**config.mk**
```make
export PLATFORM = sky130hd
export DESIGN_NAME = lmdc_cell
export DESIGN_NICKNAME = d
export VERILOG_FILES = /design/src/sv/lmdc_pkg.sv /design/src/sv/lmdc_cell.sv
export SDC_FILE = /design/constraint.sdc
export NUM_CORES = 1
export LEC_CHECK = 0
export ABC_AREA = 1
export BUFFER_PORTS_ARGS = -buffer_cell sky130_fd_sc_hd__buf_2
export CAP_MARGIN = 10
export CORE_ASPECT_RATIO = 0.9
export CORE_MARGIN = 1.5
export CORE_UTILIZATION = 25
export DETAILED_ROUTE_END_ITERATION = 7
export HOLD_SLACK_MARGIN = 0.05
export PLACE_DENSITY = 0.49
export SLEW_MARGIN = 20
export SYNTH_ARGS = -nofsm -noshare
export SYNTH_HDL_FRONTEND = slang
export SYNTH_SLANG_ARGS = --single-unit
```
**constraint.sdc**
```tcl
create_clock -name i_clk -period 2.3 [get_ports i_clk]
set_input_delay 0.115 -clock i_clk [delete_from_list [all_inputs] [get_ports i_clk]]
set_output_delay 0.115 -clock i_clk [all_outputs]
set_load 0.01 [all_outputs]
```
**src/sv/lmdc_pkg.sv**
```systemverilog
package lmdc_pkg;

    localparam int MAX_LINES_DEF     = 1024;
    localparam int CORDIC_STAGES_DEF = 16;
    localparam int TABLE_LEN         = 24;

    localparam logic [29:0] INV_GAIN_Q30 = 30'd652032875;
    localparam logic [14:0] ERR_SCALE    = 15'd23040;
    localparam logic [30:0] LEN_MAX      = 31'h7FFF_FFFF;
    localparam logic [44:0] DEV_MAX      = 45'h0FFF_FFFF_FFFF;

    localparam int LEN_W  = 22;
    localparam int ERR_W  = 14;
    localparam int TERM_W = LEN_W + ERR_W;

    typedef struct packed {
        logic               valid;
        logic               last;
        logic signed [31:0] x;
        logic signed [31:0] y;
        logic        [31:0] z;
    } t_cell;

    typedef struct packed {
        logic              valid;
        logic              last;
        logic [LEN_W-1:0]  len;
        logic [TERM_W-1:0] term;
    } t_term;

    function automatic logic [31:0] atan_turn(input int unsigned idx);
        logic [31:0] v;
        case (idx)
            0:  v = 32'h20000000;  1:  v = 32'h12E4051E;
            2:  v = 32'h09FB385B;  3:  v = 32'h051111D4;
            4:  v = 32'h028B0D43;  5:  v = 32'h0145D7E1;
            6:  v = 32'h00A2F61E;  7:  v = 32'h00517C55;
            8:  v = 32'h0028BE53;  9:  v = 32'h00145F2F;
            10: v = 32'h000A2F98;  11: v = 32'h000517CC;
            12: v = 32'h00028BE6;  13: v = 32'h000145F3;
            14: v = 32'h0000A2FA;  15: v = 32'h0000517D;
            16: v = 32'h000028BE;  17: v = 32'h0000145F;
            18: v = 32'h00000A30;  19: v = 32'h00000518;
            20: v = 32'h0000028C;  21: v = 32'h00000146;
            22: v = 32'h000000A3;  23: v = 32'h00000051;
            default: v = 32'h0;
        endcase
        return v;
    endfunction

endpackage

```
**src/sv/lmdc_cell.sv**
```systemverilog
module lmdc_cell
    import lmdc_pkg::*;
#(
    parameter int SHIFT = 0
) (
    input  logic  i_clk,
    input  logic  i_rst_n,
    input  logic  i_en,
    input  t_cell i_d,
    output t_cell o_d
);
    localparam logic [31:0] ANG = atan_turn(SHIFT);

    t_cell r_d, n_d;
    logic signed [31:0] xs, ys;

    always_comb begin
        xs  = i_d.x >>> SHIFT;
        ys  = i_d.y >>> SHIFT;
        n_d = i_d;
        if (i_d.y > 0) begin
            n_d.x = i_d.x + ys;
            n_d.y = i_d.y - xs;
            n_d.z = i_d.z + ANG;
        end else if (i_d.y < 0) begin
            n_d.x = i_d.x - ys;
            n_d.y = i_d.y + xs;
            n_d.z = i_d.z - ANG;
        end
    end

    always_ff @(posedge i_clk) begin
        if (!i_rst_n) begin
            r_d.valid <= 1'b0;
        end else if (i_en) begin
            r_d.valid <= n_d.valid;
        end
        if (i_en) begin
            r_d.last <= n_d.last;
            r_d.x    <= n_d.x;
            r_d.y    <= n_d.y;
            r_d.z    <= n_d.z;
        end
    end

    assign o_d = r_d;
endmodule

```
# Yosys cells after proc, flatten, opt, wreduce, memory -nomap -nowiden
# Index checks and enable logic that the tools add are counted.
# Widths: inputs -> output; s select.
[word_totals] regBits=98 in_bits=101 elab_cells=14
[classes] n_addsub=5 order_cmp=2 n_mux=2
[op_table] cell="$mux 96" n=2
[op_table] cell="$sub 32x32->32" n=2
[op_table] cell="$add 32x30->32 const B" n=1
[op_table] cell="$add 32x32->32" n=1
[op_table] cell="$gt 32x1->1 const B" n=1
[op_table] cell="$lt 32x1->1 const B" n=1
[op_table] cell="$sub 32x30->32 const B" n=1

# Logic depth before layout (Yosys ltp)
# Gate-level depths: netlist (run 1).
[depth] depth_word=3 depth_mapped=18

# Worst setup path before layout (run 1)
# No wires, ideal clock.
[synth_path] path_kind="in2reg" from="in i_d[32] in the netlist's numbering" to="reg r_d (netlist bit o_d[60]), data pin" setup_time_ps=253 arrival_time_ps=1499 t_required_ps=2047 setup_slack_ps=548 path_stages=11 n_path_buf=0 cell_sequence="inv_1 ha_1 fa_1 o21ai_1 nand2_1 nand3_1 nand2_1 nand2_1 nand2_1 nand3_1 nand2_1"
[synth_lines] item="from (decl)" line="lmdc_cell.sv:9" source="input t_cell i_d,"
[synth_lines] item="to (decl)" line="lmdc_cell.sv:14" source="t_cell r_d, n_d;"

==> metrics.yaml, run 1 <==
run_status:
  status: "finished clean"
sta:
  fin_skew_ns: 0
  setup_tns_ns: 0
  whs_ns: 0.0791
  setup_viol: 0
  clock.fmax_ghz: 0.484
  layout_setup_ws_ns: 0.234
  slew_viol_final: 0
  rsz0062_at_grt: "false"
  maxSlewHeadroom_pct: 53.4
  period_share_pct: 89.8
  finalHoldViolCount: 0
  layout_min_cycle_time_ns: 2.07
  worstMarginPinSlew_ns: 0.699
worst_setup_path:
  r2r_start: "o_d[97]"
  max_stage_delay_ns: 0.49
  reg2regPathDepth: 3
  arrival_ns: 2.19
  crit_path_start: "i_d[64]"
  path_delay_family: "simple AND/OR/NAND/NOR gates"
  crit_path_end_kind: "register"
  worst_path_max_delay_cell: "fa_1"
  rrSetupSlack_ns: 1.13
  path_class: "primary input to register"
  cp_common_cell: "nand3_1"
  required_ns: 2.42
  path_cells: "buf_2 > inv_1 > ha_1 > fa_1 > inv_1 > nand3_1 > nand3_1 > nand2_1 > nand3_1 > nand2_1 > nand2_1 > nand2_1 > nand3_1 > nand3_1"
  critPathBufInv: 3
  cp-start-kind: "primary input"
  critPathMaxFanout: 3
  cp.depth: 14
final_layout:
  design_area_um2: 14300
  nNetsFinal: 2292
  diodes: 0
  largest_register_ff_count: 98
  fin_cells: 2644
  fin_util_pct: 33.3
  area_delta_synth_final_pct: 32.1
  drive_gt1_share_pct: 19.5
clock_tree:
  cts_buffer_depth: 2
  clkTransAtPathRegs_ns: 0.08
  clk_latency_ns: 0.38
  cts_inserted_buffers: 9
  clockRootBuffer: "clkbuf_16"
  cts_max_level: 3
  ctsResizeCount: 0
  cts_tree: "yes"
  cts.sinks: 98
  postCtsSetupRepairBufs: 0
floorplan:
  start_util_pct: 25.2
  coreArea_um2: 42800
  dieHeight_um: 200
  ios: 199
  dieArea_um2: 44500
  core.rowCount: 72
  fp.dieW_um: 222
pwr:
  total_power_mw: 6.86
  power_leakage_nw: 7.90
  powerDensity_nw_per_um2: 481
  ir_worst_vdd_mv: 0.425
global_routing:
  grt_usage_pct: 20.4
  overflow: 0
  antenna_found_initial: 1
  grt_pass1_vias: 11700
  grt_pass1_wl_um: 68500
  grt_max_degree: 51
synth:
  netlist.area_leader.share_pct: 27.0
  syn-num-nets: 1913
  synth_area_leader_cell: "edfxtp_1"
  synthTopCellsByArea: "edfxtp_1, nand2_1, inv_1, ha_1, nand3_1"
  synth-seq-area-share_pct: 27.2
  ys_seq_elements: 98
  syn_area_per_cell_um2: 6.34
  async_reset_ff_share_pct: 0
  netlist_area_um2: 10800
  synth_edf_count: 97
  syn_inst: 1705
  yosysUniqueCellTypes: 38
  synth_top_flop_cell: "edfxtp_1"
  synth_warnings: 0
routing:
  drt_iter0_markers: 933
  routedWlPerCell_um: 17.0
  viasPerCell: 4.45
  vias: 11800
  first_pass_iters: 6
  route.detailed.drc: 0
  drt_wl_total_um: 45100
  ant_nets: 0
place:
  dpl_worst_slack_ns: -0.141
  placed_area_um2: 13700
  io_buffers: 198
  place.gp.congestion: 0.945
  post-place-cells: 2595
  dp_hpwl_um: 38200
min_path:
  whs_path_depth: 3
  min_path_type: "primary input to register"
  hold_path_startpoint: "i_d[30]"
flow_run:
  cap_viol_max_count: 0
layout by cell type (no fill, tap or decap), types with 7 or more instances in the layout:
| master | n |
|---|---|
| buf_2 | 197 |
| nor3_1 | 7 |
| nand3_1 | 145 |
| o21ai_1 | 9 |
| edfxtp_1 | 97 |
| nor2_1 | 119 |
| o21ai_0 | 50 |
| ha_1 | 104 |
| a21oi_1 | 70 |
| buf_4 | 176 |
| nand4_1 | 25 |
| o211ai_1 | 9 |
| clkbuf_16 | 9 |
| xor2_1 | 31 |
| dlygate4sd3_1 | 33 |
| o21bai_1 | 10 |
| nand2_1 | 599 |
| inv_1 | 349 |
synth_stat cells (5+ instances only):
library cell,count
nand4_1,25
buf_2,22
nor2_1,119
buf_4,13
nor3_1,7
inv_1,349
nand2_1,599
o21ai_0,50
o211ai_1,9
a21oi_1,70
edfxtp_1,97
nand3_1,145
ha_1,104
xor2_1,31
o21ai_1,9
o21bai_1,10
nand3b_1,5
o221ai_1,6
worst paths after layout:
path | to
worst max-delay path | o_d[92]
worst min-delay path | o_d[30]
worst max register to register | o_d[97]
worst min register to register | o_d[97]
worst register-to-register path, stage by stage, from the launching register on:
cell and delay (ns):
dfxtp_1 0.31, o21ai_0 0.15, a21oi_1 0.05, dlygate4sd3_1 0.55
routing by layer:
layer	up-vias	GRT usage, %	part of all wire (%)
li1	6049	-	-
met1	5397	28.2	49
met2	268	33.0	45
met3	60	2.19	3.7
met4	0	7.29	2.9
met5	-	0	0
what timing repair did:
| item | CTS | global route |
|---|---|---|
| hold endpoints to repair | 32 | 0 |
| hold buffers | 33 | 0 |
| endpoints found under the setup margin | 0 | 0 |
report_power, final:
group | internal (mW) | switching (mW)
Clock | 0.754 | 0.830
Sequential | 2.24 | 0.0651
Combinational | 1.14 | 1.83
area by class of cell:
cell class | count | area (µm²)
clock buffer | 9 | 225
clock inverter | 7 | 62.6
sequential | 98 | 2930
fill | 4735 | 28500
multi-input combinational | 1213 | 6290
tap | 555 | 694
inverter | 351 | 1330
timing repair buffer | 411 | 2740
logic make-up (layout without fill, tap and decap cells):
group,Yosys count,count (layout),synth area share (%)
flip-flops,98,98,27.2
AND/OR/NAND/NOR,916,916,35.0
XOR/XNOR,32,32,2.59
buffers and inverters,394,778,14.6
AO/OA/AOI/OAI,158,158,8.04
adder cells (fa/ha/maj),107,107,12.6
Note: power is estimated with default switching activity, not from simulation.
==> run 2, diff against run 1 <==
--- a/config.mk
+++ b/config.mk
@@ -8,12 +8,14 @@
 export ABC_AREA = 1
 export BUFFER_PORTS_ARGS = -buffer_cell sky130_fd_sc_hd__buf_2
 export CAP_MARGIN = 10
+export CELL_PAD_IN_SITES_DETAIL_PLACEMENT = 0
+export CELL_PAD_IN_SITES_GLOBAL_PLACEMENT = 1
 export CORE_ASPECT_RATIO = 0.9
 export CORE_MARGIN = 1.5
 export CORE_UTILIZATION = 25
 export DETAILED_ROUTE_END_ITERATION = 7
 export HOLD_SLACK_MARGIN = 0.05
-export PLACE_DENSITY = 0.49
+export PLACE_DENSITY = 0.63
 export SLEW_MARGIN = 20
 export SYNTH_ARGS = -nofsm -noshare
 export SYNTH_HDL_FRONTEND = slang
==> run 2 against run 1 <==
Against the previous run:
- core utilization grew 0.12 points
- wire length up 1.1%
- cell count up 0.26%
- worst setup slack worse by 0.020 ns
- total power grew 1.7%
- global-route usage up 0.19 points
- flip-flop and latch count stayed put
- clock-buffer cell count did not move
- combinational power is essentially flat
- critical path type unchanged
==> metrics.yaml, run 2 (synthesized netlist as in run 1, its figures left out) <==
run_status:
  status: "finished clean"
worst_setup_path:
  reg2regPathDepth: 3  # unchanged
  path_cells: "buf_2 > inv_1 > ha_1 > a21oi_1 > o21ai_0 > o21ai_1 > nand2_1 > buf_4 > nand2_1 > nand2_1 > o21ai_0"
  path_class: "primary input to register"
  required_ns: 2.48  # +0.06 ns
  arrival_ns: 2.26  # +0.07 ns
  critPathMaxFanout: 8  # +5
  crit_path_end_kind: "register"
  cp-start-kind: "primary input"
  worst_path_max_delay_cell: "ha_1"
  rrSetupSlack_ns: 1.09  # -0.04 ns
  max_stage_delay_ns: 0.42  # -0.07 ns
  cp_common_cell: "nand2_1"
clock_tree:
  clkTransAtPathRegs_ns: 0.08  # about the same
  cts_tree: "yes"
  cts.sinks: 98  # unchanged
  cts_inserted_buffers: 9  # unchanged
  ctsHoldBuffers: 33  # unchanged
  postCtsSetupRepairBufs: 0  # unchanged
  clk_latency_ns: 0.38  # about the same
  cts_max_level: 3  # unchanged
  ctsResizeCount: 0  # unchanged
  clockRootBuffer: "clkbuf_16"
  cts_buffer_depth: 2  # unchanged
global_routing:
  grt_max_degree: 61  # +20%
  overflow: 0  # unchanged
  antenna_found_initial: 1  # unchanged
  grt_pass1_vias: 11700  # -0.13%
  grt_pass1_wl_um: 68700  # +0.33%
  grt_usage_pct: 20.6  # +0.19 points
final_layout:
  final_cell_mix: "nand2_1, inv_1, buf_2"
  fin_util_pct: 33.5  # +0.12 points
  nNetsFinal: 2299  # +0.31%
  area_delta_synth_final_pct: 32.6
  drive_gt1_share_pct: 19.8  # +0.27 points
  layout_commonest_cell: "nand2_1"
  diodes: 0  # unchanged
  largest_register_ff_count: 98  # unchanged
routing:
  drt_iter0_markers: 814  # -13%
  viasPerCell: 4.39  # -1.3%
  drt_wl_total_um: 45600  # +1.1%
  route.detailed.drc: 0  # unchanged
  ant_nets: 0  # unchanged
  routedWlPerCell_um: 17.2  # +0.78%
  vias: 11700  # -1.0%
  first_pass_iters: 6  # unchanged
floorplan:
  core.rowCount: 72  # unchanged
  ios: 199  # unchanged
  dieArea_um2: 44500  # unchanged
  dieHeight_um: 200  # unchanged
  fp.dieW_um: 222  # unchanged
  start_util_pct: 25.2  # unchanged
  coreArea_um2: 42800  # unchanged
sta:
  finalHoldViolCount: 0  # unchanged
  setup_viol: 0  # unchanged
  fin_skew_ns: 0  # unchanged
  whs_ns: 0.0816  # +0.00250 ns
  worstMarginPinSlew_ns: 0.510  # -0.189 ns
  clock.fmax_ghz: 0.479  # -0.96%
  layout_min_cycle_time_ns: 2.09  # +0.0200 ns
  maxSlewHeadroom_pct: 65.9  # +13 points
  period_share_pct: 90.7  # +0.87 points
  slew_viol_final: 0  # unchanged
  rsz0062_at_grt: "false"
min_path:
  whs_path_depth: 3  # unchanged
  min_path_type: "primary input to register"
pwr:
  total_power_mw: 6.97  # +1.7%
  powerDensity_nw_per_um2: 487  # +1.3%
  ir_worst_vdd_mv: 0.315  # -26%
  power_leakage_nw: 7.93  # +0.45%
place:
  dp_hpwl_um: 38400  # +0.39%
  io_buffers: 198  # unchanged
  place.gp.congestion: 0.908  # -3.8%
flow_run:
  cap_viol_max_count: 0  # unchanged
run 2: cell types whose count changed in the layout (fill, tap and decap cells not counted), sizes merged:
cell | previous run | this run
bufinv | 0 | 1
clkinv | 4 | 3
buf | 378 | 385
run 2: worst max-delay path: cells and delay by family:
family / cells / cell delay (ns)
adder cells (fa/ha/maj): 1 / 0.42
AO/OA/AOI/OAI: 4 / 1.11
buffers and inverters: 3 / 0.34
AND/OR/NAND/NOR: 3 / 0.28
run 2: final timing paths:
kind,to,start
worst max-delay path,o_d[46],i_d[37]
worst min-delay path,o_d[30],i_d[30]
worst max register to register,o_d[97],o_d[97]
worst min register to register,o_d[97],o_d[97]
run 2: power breakdown:
| group | internal, mW | leakage (nW) | switching, mW |
|---|---|---|---|
| sequential | 2.24 | 0.956 | 0.0580 |
| clock | 0.865 | 0.149 | 0.825 |
| combinational | 1.14 | 6.83 | 1.84 |
run 2: cell type report:
cell class,instances,area [µm²]
fillers,4717,28500
multi-input cells,1213,6290
flip-flops and latches,98,2930
repair buffers,418,2770
inverters,351,1330
well taps,555,694
clock buffers,9,225
clock inverters,7,86.3
run 2: stage by stage:
step,area (µm²),setup TNS [ns],setup WS [ns],instances
finish,14300,0,0.214,2651
global route,14300,0,0.0447,2651
global placement,13700,-0.554,-0.152,2602
CTS,14300,0,0.252,2651
detailed placement,13700,-0.680,-0.135,2602
floorplan,10800,0,0.548,1705
run 2: metal layers:
metal,GRT usage (%),up-vias,routed length [µm]
met5,0,-,0
met1,28.8,5335,22600
li1,-,6055,-
met2,33.3,225,20300
met3,2.30,36,1650
met4,6.19,0,995
