$ cat src/sv/lmdc_pkg.sv
package lmdc_pkg;

    localparam int MAX_LINES_DEF     = 1024;
    localparam int CORDIC_STAGES_DEF = 16;
    localparam int TABLE_LEN         = 24;

    localparam logic [29:0] INV_GAIN_Q30 = 30'd652032875;
    localparam logic [14:0] ERR_SCALE    = 15'd23040;
    localparam logic [30:0] LEN_MAX      = 31'h7FFF_FFFF;
    localparam logic [44:0] DEV_MAX      = 45'h0FFF_FFFF_FFFF;

    localparam int LEN_W  = 22;
    localparam int ERR_W  = 14;
    localparam int TERM_W = LEN_W + ERR_W;

    typedef struct packed {
        logic               valid;
        logic               last;
        logic signed [31:0] x;
        logic signed [31:0] y;
        logic        [31:0] z;
    } t_cell;

    typedef struct packed {
        logic              valid;
        logic              last;
        logic [LEN_W-1:0]  len;
        logic [TERM_W-1:0] term;
    } t_term;

    function automatic logic [31:0] atan_turn(input int unsigned idx);
        logic [31:0] v;
        case (idx)
            0:  v = 32'h20000000;  1:  v = 32'h12E4051E;
            2:  v = 32'h09FB385B;  3:  v = 32'h051111D4;
            4:  v = 32'h028B0D43;  5:  v = 32'h0145D7E1;
            6:  v = 32'h00A2F61E;  7:  v = 32'h00517C55;
            8:  v = 32'h0028BE53;  9:  v = 32'h00145F2F;
            10: v = 32'h000A2F98;  11: v = 32'h000517CC;
            12: v = 32'h00028BE6;  13: v = 32'h000145F3;
            14: v = 32'h0000A2FA;  15: v = 32'h0000517D;
            16: v = 32'h000028BE;  17: v = 32'h0000145F;
            18: v = 32'h00000A30;  19: v = 32'h00000518;
            20: v = 32'h0000028C;  21: v = 32'h00000146;
            22: v = 32'h000000A3;  23: v = 32'h00000051;
            default: v = 32'h0;
        endcase
        return v;
    endfunction

endpackage

$ cat src/sv/lmdc_acc.sv
module lmdc_acc
    import lmdc_pkg::*;
#(
    parameter int MAX_LINES = MAX_LINES_DEF
) (
    input  logic         i_clk,
    input  logic         i_rst_n,
    input  logic         i_en,
    input  t_term        i_d,
    output logic         o_valid,
    output logic [44:0]  o_residual,
    output logic [30:0]  o_length_sum
);
    localparam int CNT_W = $clog2(MAX_LINES + 1);

    logic [30:0]      r_len, n_len;
    logic [44:0]      r_dev, n_dev;
    logic [CNT_W-1:0] r_cnt, n_cnt;
    logic             r_valid;
    logic [44:0]      r_res;
    logic [30:0]      r_lsum;
    logic [31:0]      len_sum;
    logic [45:0]      dev_sum;
    logic [45:0]      res_full;

    always_comb begin
        n_len    = r_len;
        n_dev    = r_dev;
        n_cnt    = r_cnt;
        len_sum  = {1'b0, r_len} + 32'(i_d.len);
        dev_sum  = {1'b0, r_dev} + 46'(i_d.term);
        if (i_d.valid && (r_cnt < CNT_W'(MAX_LINES))) begin
            n_len = (len_sum > {1'b0, LEN_MAX}) ? LEN_MAX : len_sum[30:0];
            n_dev = (dev_sum > {1'b0, DEV_MAX}) ? DEV_MAX : dev_sum[44:0];
            n_cnt = r_cnt + 1'b1;
        end
        res_full = {7'd0, n_len, 8'd0} - {1'b0, n_dev};
    end

    always_ff @(posedge i_clk) begin
        if (!i_rst_n) begin
            r_len   <= '0;
            r_dev   <= '0;
            r_cnt   <= '0;
            r_valid <= 1'b0;
        end else if (i_en) begin
            r_valid <= i_d.valid && i_d.last;
            if (i_d.valid && i_d.last) begin
                r_len <= '0;
                r_dev <= '0;
                r_cnt <= '0;
            end else begin
                r_len <= n_len;
                r_dev <= n_dev;
                r_cnt <= n_cnt;
            end
        end
        if (i_en) begin
            r_res  <= res_full[44:0];
            r_lsum <= n_len;
        end
    end

    assign o_valid      = r_valid;
    assign o_residual   = r_res;
    assign o_length_sum = r_lsum;
endmodule

$ cat config.mk
export PLATFORM = sky130hd
export DESIGN_NAME = lmdc_acc
export DESIGN_NICKNAME = d
export VERILOG_FILES = /design/src/sv/lmdc_pkg.sv /design/src/sv/lmdc_acc.sv
export SDC_FILE = /design/constraint.sdc
export NUM_CORES = 1
export LEC_CHECK = 0
export ABC_AREA = 1
export BUFFER_PORTS_ARGS = -buffer_cell sky130_fd_sc_hd__buf_2
export CAP_MARGIN = 0
export CELL_PAD_IN_SITES_DETAIL_PLACEMENT = 0
export CELL_PAD_IN_SITES_GLOBAL_PLACEMENT = 2
export CORE_MARGIN = 1
export CORE_UTILIZATION = 36
export CTS_CLUSTER_DIAMETER = 60
export CTS_CLUSTER_SIZE = 14
export DETAILED_ROUTE_END_ITERATION = 12
export GPL_ROUTABILITY_DRIVEN = 0
export PLACE_DENSITY_LB_ADDON = 0.1
export SYNTH_ARGS = -nofsm -noshare
export SYNTH_HDL_FRONTEND = slang
export SYNTH_SLANG_ARGS = --single-unit
$ cat constraint.sdc
create_clock -name i_clk -period 11.05 [get_ports i_clk]
set_input_delay 2.21 -clock i_clk [delete_from_list [all_inputs] [get_ports i_clk]]
set_output_delay 2.21 -clock i_clk [all_outputs]
set_load 0.01 [all_outputs]
# ---- After elaboration in Yosys (flattened, before gate mapping)
# Cells that the tools add are included.
dict set report word_totals {
  inputBits 63
  out_inout_bits 77
  regBits 164
  word_cells 25
}
dict set report classes {
  reduce_logical 4
  magnitude_cmp 3
  n_addsub 4
  n_mux 8
}
# cell count
set op_table {}
lappend op_table {{$mux 45} 3}
lappend op_table {{$mux 31} 3}
lappend op_table {{$add 45x36->46} 1}
lappend op_table {{$gt 46x44->1 const B} 1}
lappend op_table {{$sub 39x45->45} 1}
lappend op_table {{$add 31x22->32} 1}
lappend op_table {{$gt 32x31->1 const B} 1}
lappend op_table {{$mux 11} 2}
lappend op_table {{$add 11x1->11 const B} 1}
lappend op_table {{$lt 11x11->1 const B} 1}
lappend op_table {{$logic_and 1x1->1} 2}
lappend op_table {{$reduce_and 2->1} 1}
lappend op_table {{$reduce_bool 2->1} 1}

# ---- Depth between registers and ports, before layout
# Gate-level depths: netlist of run 1.
dict set report logic_depth {
  ltp_word 5
  ltp_mapped 31
  mapped_depth_nobuf 30
}

# ---- Worst setup path before layout of run 1
# No wires, ideal clock.
dict set report synth_timing {
  path_type {input-to-reg}
  start {input i_d[0] (netlist name)}
  end {register r_res[44] (netlist: o_residual[44]), data pin}
  setup_ns 0.252
  arrival_ns 5.459
  t_required_ns 10.798
  n_path_buf 1
  cell_stages 30
  setup_slack_ns 5.339
  path_cell_list {ha_1 inv_1 fa_1 inv_1 nand3_1 nand3_1 nand3_1 nand3_1 nand2_1 nand3_2 nand2_2 nand2_8 nand2_1 nor2_2 inv_2 buf_2 o22ai_1 ha_1 a21oi_1 inv_1 nand4_1 nand2_1 inv_1 nand2_1 nand3_1 nand3_2 nand2_1 nand2_1 nand2_1 nand2_1}
}
dict set report synth_via {
  elab_chain_cells 5
}
# element line
set synth_lines {}
lappend synth_lines {{from (decl)} lmdc_acc.sv:9} ;# input t_term i_d,
lappend synth_lines {{$add 45x36->46 (*)} lmdc_acc.sv:31} ;# dev_sum = {1'b0, r_dev} + 46'(i_d.term);
lappend synth_lines {{$gt 46x44->1} lmdc_acc.sv:34} ;# n_dev = (dev_sum > {1'b0, DEV_MAX}) ? DEV_MAX : dev_sum[44:0];
lappend synth_lines {{$mux 45 (*)} lmdc_acc.sv:34}
lappend synth_lines {{$mux 45 (*)} lmdc_acc.sv:32} ;# if (i_d.valid && (r_cnt < CNT_W'(MAX_LINES))) begin
lappend synth_lines {{$sub 39x45->45 (*)} lmdc_acc.sv:37} ;# res_full = {7'd0, n_len, 8'd0} - {1'b0, n_dev};
lappend synth_lines {{net res_full[44]} lmdc_acc.sv:24} ;# logic [45:0] res_full;
lappend synth_lines {{to (signal assigned)} lmdc_acc.sv:59} ;# r_res <= res_full[44:0];
lappend synth_lines {{to (decl)} lmdc_acc.sv:20} ;# logic [44:0] r_res;
# The timed path passes the listed nets; every way through them passes the cells marked *.
# A chain may end at the register's enable or synchronous reset.

# ---- Worst setup path in the final report of run 1
dict set report layout_timing {
  start {input i_d[28] (netlist name)}
  end {register r_res[39] (netlist: o_residual[39]), data pin}
}
# The elaborated chain is that of the path after synthesis.

==> impl_metrics.csv, run 1 <==
group,metric,value,unit
final_layout,final_cells,2942,
cts,cts_resized,0,
worst_setup_path,path_delay_family,"compound AO/OA/AOI/OAI gates",
synth,avgSynthCellArea,6.46,sq um
sta,slew_headroom,34.1,%
sta,tightest_slew,0.978,ns
final_layout,regArea,4040,sq um
synth,yosys.area.top_type_share,18.7,%
worst_setup_path,crit_type,"in2reg",
final_layout,area_growth,11.9,%
die,rows,73,
synth,ys_ff_latch,164,
worst_setup_path,crit_chain,"buf_2 -> ha_1 -> a21oi_1 -> o21ai_0 -> a21oi_1 -> nand2_1 -> nand2_1 -> nand2_1 -> nor2_8 -> nand2_1 -> nor2_2 -> inv_2 -> o22ai_1 -> ha_1 -> a21oi_1 -> o21ai_0 -> a21oi_1 -> a21boi_0 -> nand3_1 -> nand2_1 -> nand2_1",
power,max-vdd-ir-drop,0.000119,V
grt,grt_max_degree,67,
sta,rsz0062_at_grt,"false",
worst_setup_path,r2r-start,"r_dev[0]$_SDFFE_PN0P_",
power,powerDensity,127,nW/um^2
sta,hold_violations,0,
sta,fin_ws,4.58,ns
drt,route.detailed.drc,0,
placement,pre_cts_slack,4.19,ns
final_layout,n_antenna_cell,0,
sta,whs,0.485,ns
final_layout,multiInputGateArea,9360,sq um
grt,overflow,0,
worst_setup_path,slowest_stage,"nor2_8",
grt,grt_pass1_vias,14300,
cts,insertion_delay,0.46,ns
sta,setup_viol,0,
drt,num_vias,15100,
worst_setup_path,critPathLaunchType,"primary input",
placement,place_inst,2910,
final_layout,final_layout_size_suffix_gt1_share,16.2,%
cts,ctsHoldBuffers,0,
drt,antenna_left,0,
placement,hpwl,46700,microns
synth,syn-num-nets,2420,
synth,yosysMostFrequentCell,"nand2_1",
drt,wire_per_inst,19.0,microns
worst_setup_path,critPathCaptureType,"flop",
synth,synth-edff-count,76,
cts,clk_pin_slew,0.08,ns
sta,fin_tns_setup,0,ns
cts,clock-sinks,164,
worst_setup_path,required,11.26,ns
drt,postRouteWirelength,56000,microns
cts,clk_path_buf_depth,2,
die,die_x,204,microns
worst_hold_path,hold_class,"reg2reg",
sta,finalCritPeriodShare,58.6,%
cts,cts_setup_buffers,0,
drt,drt-vias-per-instance,5.14,
synth,synthTopCellsByCount,"nand2_1, inv_1, a21oi_1, nor2_1, nand3_1",
sta,clock_skew,0.0158,ns
worst_hold_path,hp-start,"r_cnt[1]$_SDFFE_PN0P_",
die,start_util,36.8,%
synth,synth_top_cell_by_area,"nand2_1",
synth,ys_seq_area_share,27.4,%
die,io_pins,140,
die,core,40100,sq um
cts,htreeDepth,4,
run,maxCapViolCount,0,
cts,cts_buffers,17,
synth,yosysWarnings,0,
synth,ys_types,56,
synth,synth-main-ff-cell,"dfxtp_1",
synth,syn-instance-count,2282,
worst_setup_path,cp-startpoint,"i_d[28]",
worst_setup_path,crit_buf_inv,2,
synth,synthTopCellsByArea,"nand2_1, edfxtp_1, dfxtp_1",
worst_setup_path,worst_ep_arrival_time,6.69,ns
worst_setup_path,cpMostUsedCell,"nand2_1",
grt,grt_first_pass_wirelength,83600,microns
die,die_y,204,microns
grt,antenna_found_initial,0,
status,status,"finished clean",
placement,portBuffers,139,
worst_setup_path,crit_fanout,27,
sta,max_freq,154,MHz
grt,grt_usage,27.0,%
cts,cts_root_buf,"clkbuf_16",
worst_setup_path,cpPeakStageDelay,0.50,ns
die,fp.dieArea,41800,sq um
power,leakagePower,8.17,nW
drt,drt_iter0_markers,1130,
cts,cts_tree,"done",
final_layout,fin_util,41.2,%
sta,layout_min_cycle_time,6.47,ns
final_layout,final_nets,2542,
synth,async_flop_share,0,%
synth,synth_area,14700,sq um
sta,drv_slew,0,
drt,drt_pre_antenna_iters,5,
final_layout,fill_cells,4374,
-- state kept, by name, indices dropped and copies added, names as in the netlist --
name,count
r_len,31
o_length_sum,31
o_valid,1
r_cnt,11
r_dev,45
o_residual,45
-- worst paths after layout --
path,slack [ns],endpoint,cells after the start
worst max-delay path,4.58,o_residual[39]$_DFFE_PP_,21
worst min-delay path,0.48,r_cnt[1]$_SDFFE_PN0P_,2
worst max register to register,5.97,o_residual[39]$_DFFE_PP_,24
worst min register to register,0.48,r_cnt[1]$_SDFFE_PN0P_,2
-- worst register-to-register path, delay by kind of cell (launching register included) --
| kind | cells | cell delay [ns] |
|---|---|---|
| AO/OA/AOI/OAI | 5 | 1.34 |
| adder cells (fa/ha/maj) | 3 | 1.07 |
| buffers and inverters | 3 | 0.36 |
| flip-flops | 1 | 0.41 |
| AND/OR/NAND/NOR | 13 | 1.65 |
-- stage by stage --
stage / power [mW] / instance area [sq um]
floorplan: 1.24 / 14700
global placement: 1.51 / 15900
detailed placement: 1.50 / 15900
CTS: 2.09 / 16500
global route: 2.21 / 16500
finish: 2.09 / 16500
-- per-layer routing --
layer	GRT usage [%]	up-vias	share of wire, %
li1	-	7640	-
met1	34.4	6966	45
met2	44.5	422	46
met3	4.78	85	5.7
met4	11.5	0	4.1
met5	0	-	0
-- final cells by class --
type                    count  share of cell area, %
clock buffers              18                   2.60
well taps                 525                   3.98
clock inverters            14                  0.856
flip-flops and latches    164                   24.5
repair buffers            147                   4.59
inverters                 298                   6.79
multi-input cells        1776                   56.7
-- kinds of logic after synthesis --
logic type | share of synthesized area (%)
DFF | 27.4
and+or+nand+nor | 41.0
AOI/OAI and AO/OA | 11.8
adders and majority gates | 6.46
buffers and inverters | 9.23
xor gates and xnor gates | 4.10
-- cells in the final DEF, fill, tap and decap left out, types with 5 or more instances in the layout --
cell type,instances
o21ai_1,13
edfxtp_1,76
nand2_1,733
a21oi_1,189
nor2_2,28
nand2_2,43
ha_1,73
nor2_1,175
o21ai_0,50
a21oi_2,7
nor3_1,20
o21bai_1,13
nor3_2,5
a31oi_1,5
nor2_4,12
or2_2,44
nand3_4,6
inv_1,265
buf_2,138
nand3b_1,6
o22ai_1,21
nand4_1,28
clkbuf_16,17
xor2_1,52
xnor2_1,17
nand3_2,24
buf_4,9
nand3_1,166
dfxtp_1,88
inv_2,30
-- power breakdown --
| part | total [mW] | internal, mW | switching [mW] | leakage [nW] |
|---|---|---|---|---|
| combinational | 0.760 | 0.232 | 0.528 | 6.44 |
| sequential | 0.736 | 0.705 | 0.0307 | 1.46 |
| clock | 0.593 | 0.299 | 0.294 | 0.269 |
No activity file was read; power rests on OpenSTA's default activity.
==> run 2, diff against run 1 <==
Settings changed: CORE_UTILIZATION 36 to 34.
Clock period 11.05 ns to 6.5 ns, I/O delays scaled along.
==> impl_metrics.csv, run 2 (synthesized netlist as in run 1, its figures left out) <==
group,metric,value,unit
grt,antenna_found_initial,1,
sta,slew_headroom,28.5,%
sta,layout_min_cycle_time,5.39,ns
die,rows,75,
power,switchingPower,1.44,mW
die,io_pins,140,
drt,drt_iter0_markers,1158,
final_layout,final_cell_mix,"nand2_1, inv_1, a21oi_1",
power,swShare,40.1,%
cts,cts_root_buf,"clkbuf_16",
sta,drv_slew,0,
placement,pre_cts_slack,0.625,ns
worst_setup_path,slowest_stage,"ha_1",
cts,clk_pin_slew,0.07,ns
worst_setup_path,required,6.73,ns
die,core,42300,sq um
die,die_x,210,microns
power,p_seq_share,35.0,%
worst_setup_path,worst_ep_arrival_time,5.61,ns
placement,portBuffers,139,
sta,tightest_slew,1.06,ns
cts,clk_path_buf_depth,2,
drt,wire_per_inst,19.4,microns
final_layout,final_common_cell,"nand2_1",
grt,grt_util_met2,45.5,%
cts,clock-sinks,164,
grt,grtUsageMet1,35.1,%
worst_setup_path,critPathLaunchType,"primary input",
final_layout,final_nets,2543,
power,max-vdd-ir-drop,0.000172,V
grt,overflow,0,
placement,hpwl,48400,microns
drt,postRouteWirelength,58100,microns
die,die_y,210,microns
power,leakagePower,8.19,nW
grt,gr-usage-met3,3.46,%
worst_setup_path,critPathCaptureType,"flop",
power,comb_power_share,36.2,%
worst_setup_path,crit_fanout,27,
sta,max_freq,186,MHz
drt,antenna_left,0,
die,start_util,34.8,%
drt,num_vias,15100,
sta,rsz0062_at_grt,"false",
sta,setup_viol,0,
sta,fin_ws,1.11,ns
grt,top_usage_layer,"met2",
sta,hold_violations,0,
cts,htreeDepth,4,
power,p_clk_share,28.9,%
worst_hold_path,hold_class,"reg2reg",
power,powerDensity,216,nW/um^2
cts,cts_resized,0,
worst_setup_path,crit_type,"in2reg",
final_layout,fill_cells,4669,
grt,grt_first_pass_wirelength,87800,microns
drt,drt-vias-per-instance,5.04,
final_layout,multiInputGateArea,9360,sq um
status,status,"finished clean",
power,internal_power,2.15,mW
drt,route.detailed.drc,0,
worst_setup_path,cpMostUsedCell,"nand3_1",
final_layout,final_layout_size_suffix_gt1_share,16.3,%
grt,grt_pass1_vias,14400,
final_layout,n_antenna_cell,0,
cts,insertion_delay,0.47,ns
cts,cts_tree,"done",
final_layout,regArea,4040,sq um
sta,fin_tns_setup,0,ns
cts,ctsHoldBuffers,0,
cts,cts_buffers,17,
sta,finalCritPeriodShare,82.9,%
sta,clock_skew,0.0149,ns
grt,grt_usage,26.7,%
grt,grt_max_degree,79,
final_layout,area_growth,12.5,%
cts,cts_setup_buffers,0,
run,maxCapViolCount,0,
die,fp.dieArea,44200,sq um
drt,drt_pre_antenna_iters,8,
worst_setup_path,cpPeakStageDelay,0.54,ns
[run 2: layout make-up]
class,count,area share (%)
Clock buffer,19,2.74
Clock inverter,13,0.747
Inverter,298,6.76
Multi-Input combinational cell,1776,56.4
Sequential cell,164,24.4
Tap cell,577,4.35
Timing Repair Buffer,148,4.62
[run 2: power by group through the flow]
stage / sequential (mW) / clock (mW) / combinational [mW]
finish: 1.25 / 1.03 / 1.30
global route: 1.26 / 1.09 / 1.44
CTS: 1.26 / 1.05 / 1.30
detailed placement: 1.28 / 0 / 1.30
global placement: 1.28 / 0 / 1.30
floorplan: 1.29 / 0 / 0.817
[run 2: final timing paths]
| check | startpoint | to | slack (ns) | depth (start not counted) |
|---|---|---|---|---|
| setup / recovery | i_d[0] | o_residual[35]$_DFFE_PP_ | 1.11 | 25 |
| hold / removal | r_len[17]$_SDFFE_PN0P_ | r_len[17]$_SDFFE_PN0P_ | 0.49 | 2 |
| setup reg to reg | r_dev[0]$_SDFFE_PN0P_ | o_residual[35]$_DFFE_PP_ | 1.62 | 24 |
| hold reg to reg | r_len[17]$_SDFFE_PN0P_ | r_len[17]$_SDFFE_PN0P_ | 0.49 | 2 |
[run 2: metrics by stage]
stage	utilization, %	hold WS (ns)	cell area (sq um)	std cells	power, mW
3_3_place_gp	37.8	0.472	16000	2963	2.57
6_report	39.2	0.494	16600	2995	3.59
3_5_place_dp	37.8	0.482	16000	2963	2.57
2_1_floorplan	-	0.437	14700	2282	2.11
5_1_grt	39.2	0.525	16600	2995	3.79
4_1_cts	39.2	0.494	16600	2995	3.61
[run 2: metal layers]
| layer | vias to the layer above | part of all wire [%] |
|---|---|---|
| met3 | 70 | 4.0 |
| met1 | 7001 | 46 |
| met2 | 381 | 47 |
| met4 | 0 | 2.5 |
| li1 | 7638 | - |
| met5 | - | 0 |
[run 2: worst max-delay path: cells and delay by family]
family	cells	cell delay (ns)
AO/OA/AOI/OAI	1	0.25
adder cells (fa/ha/maj)	3	1.12
buffers and inverters	5	0.65
AND/OR/NAND/NOR	16	2.28
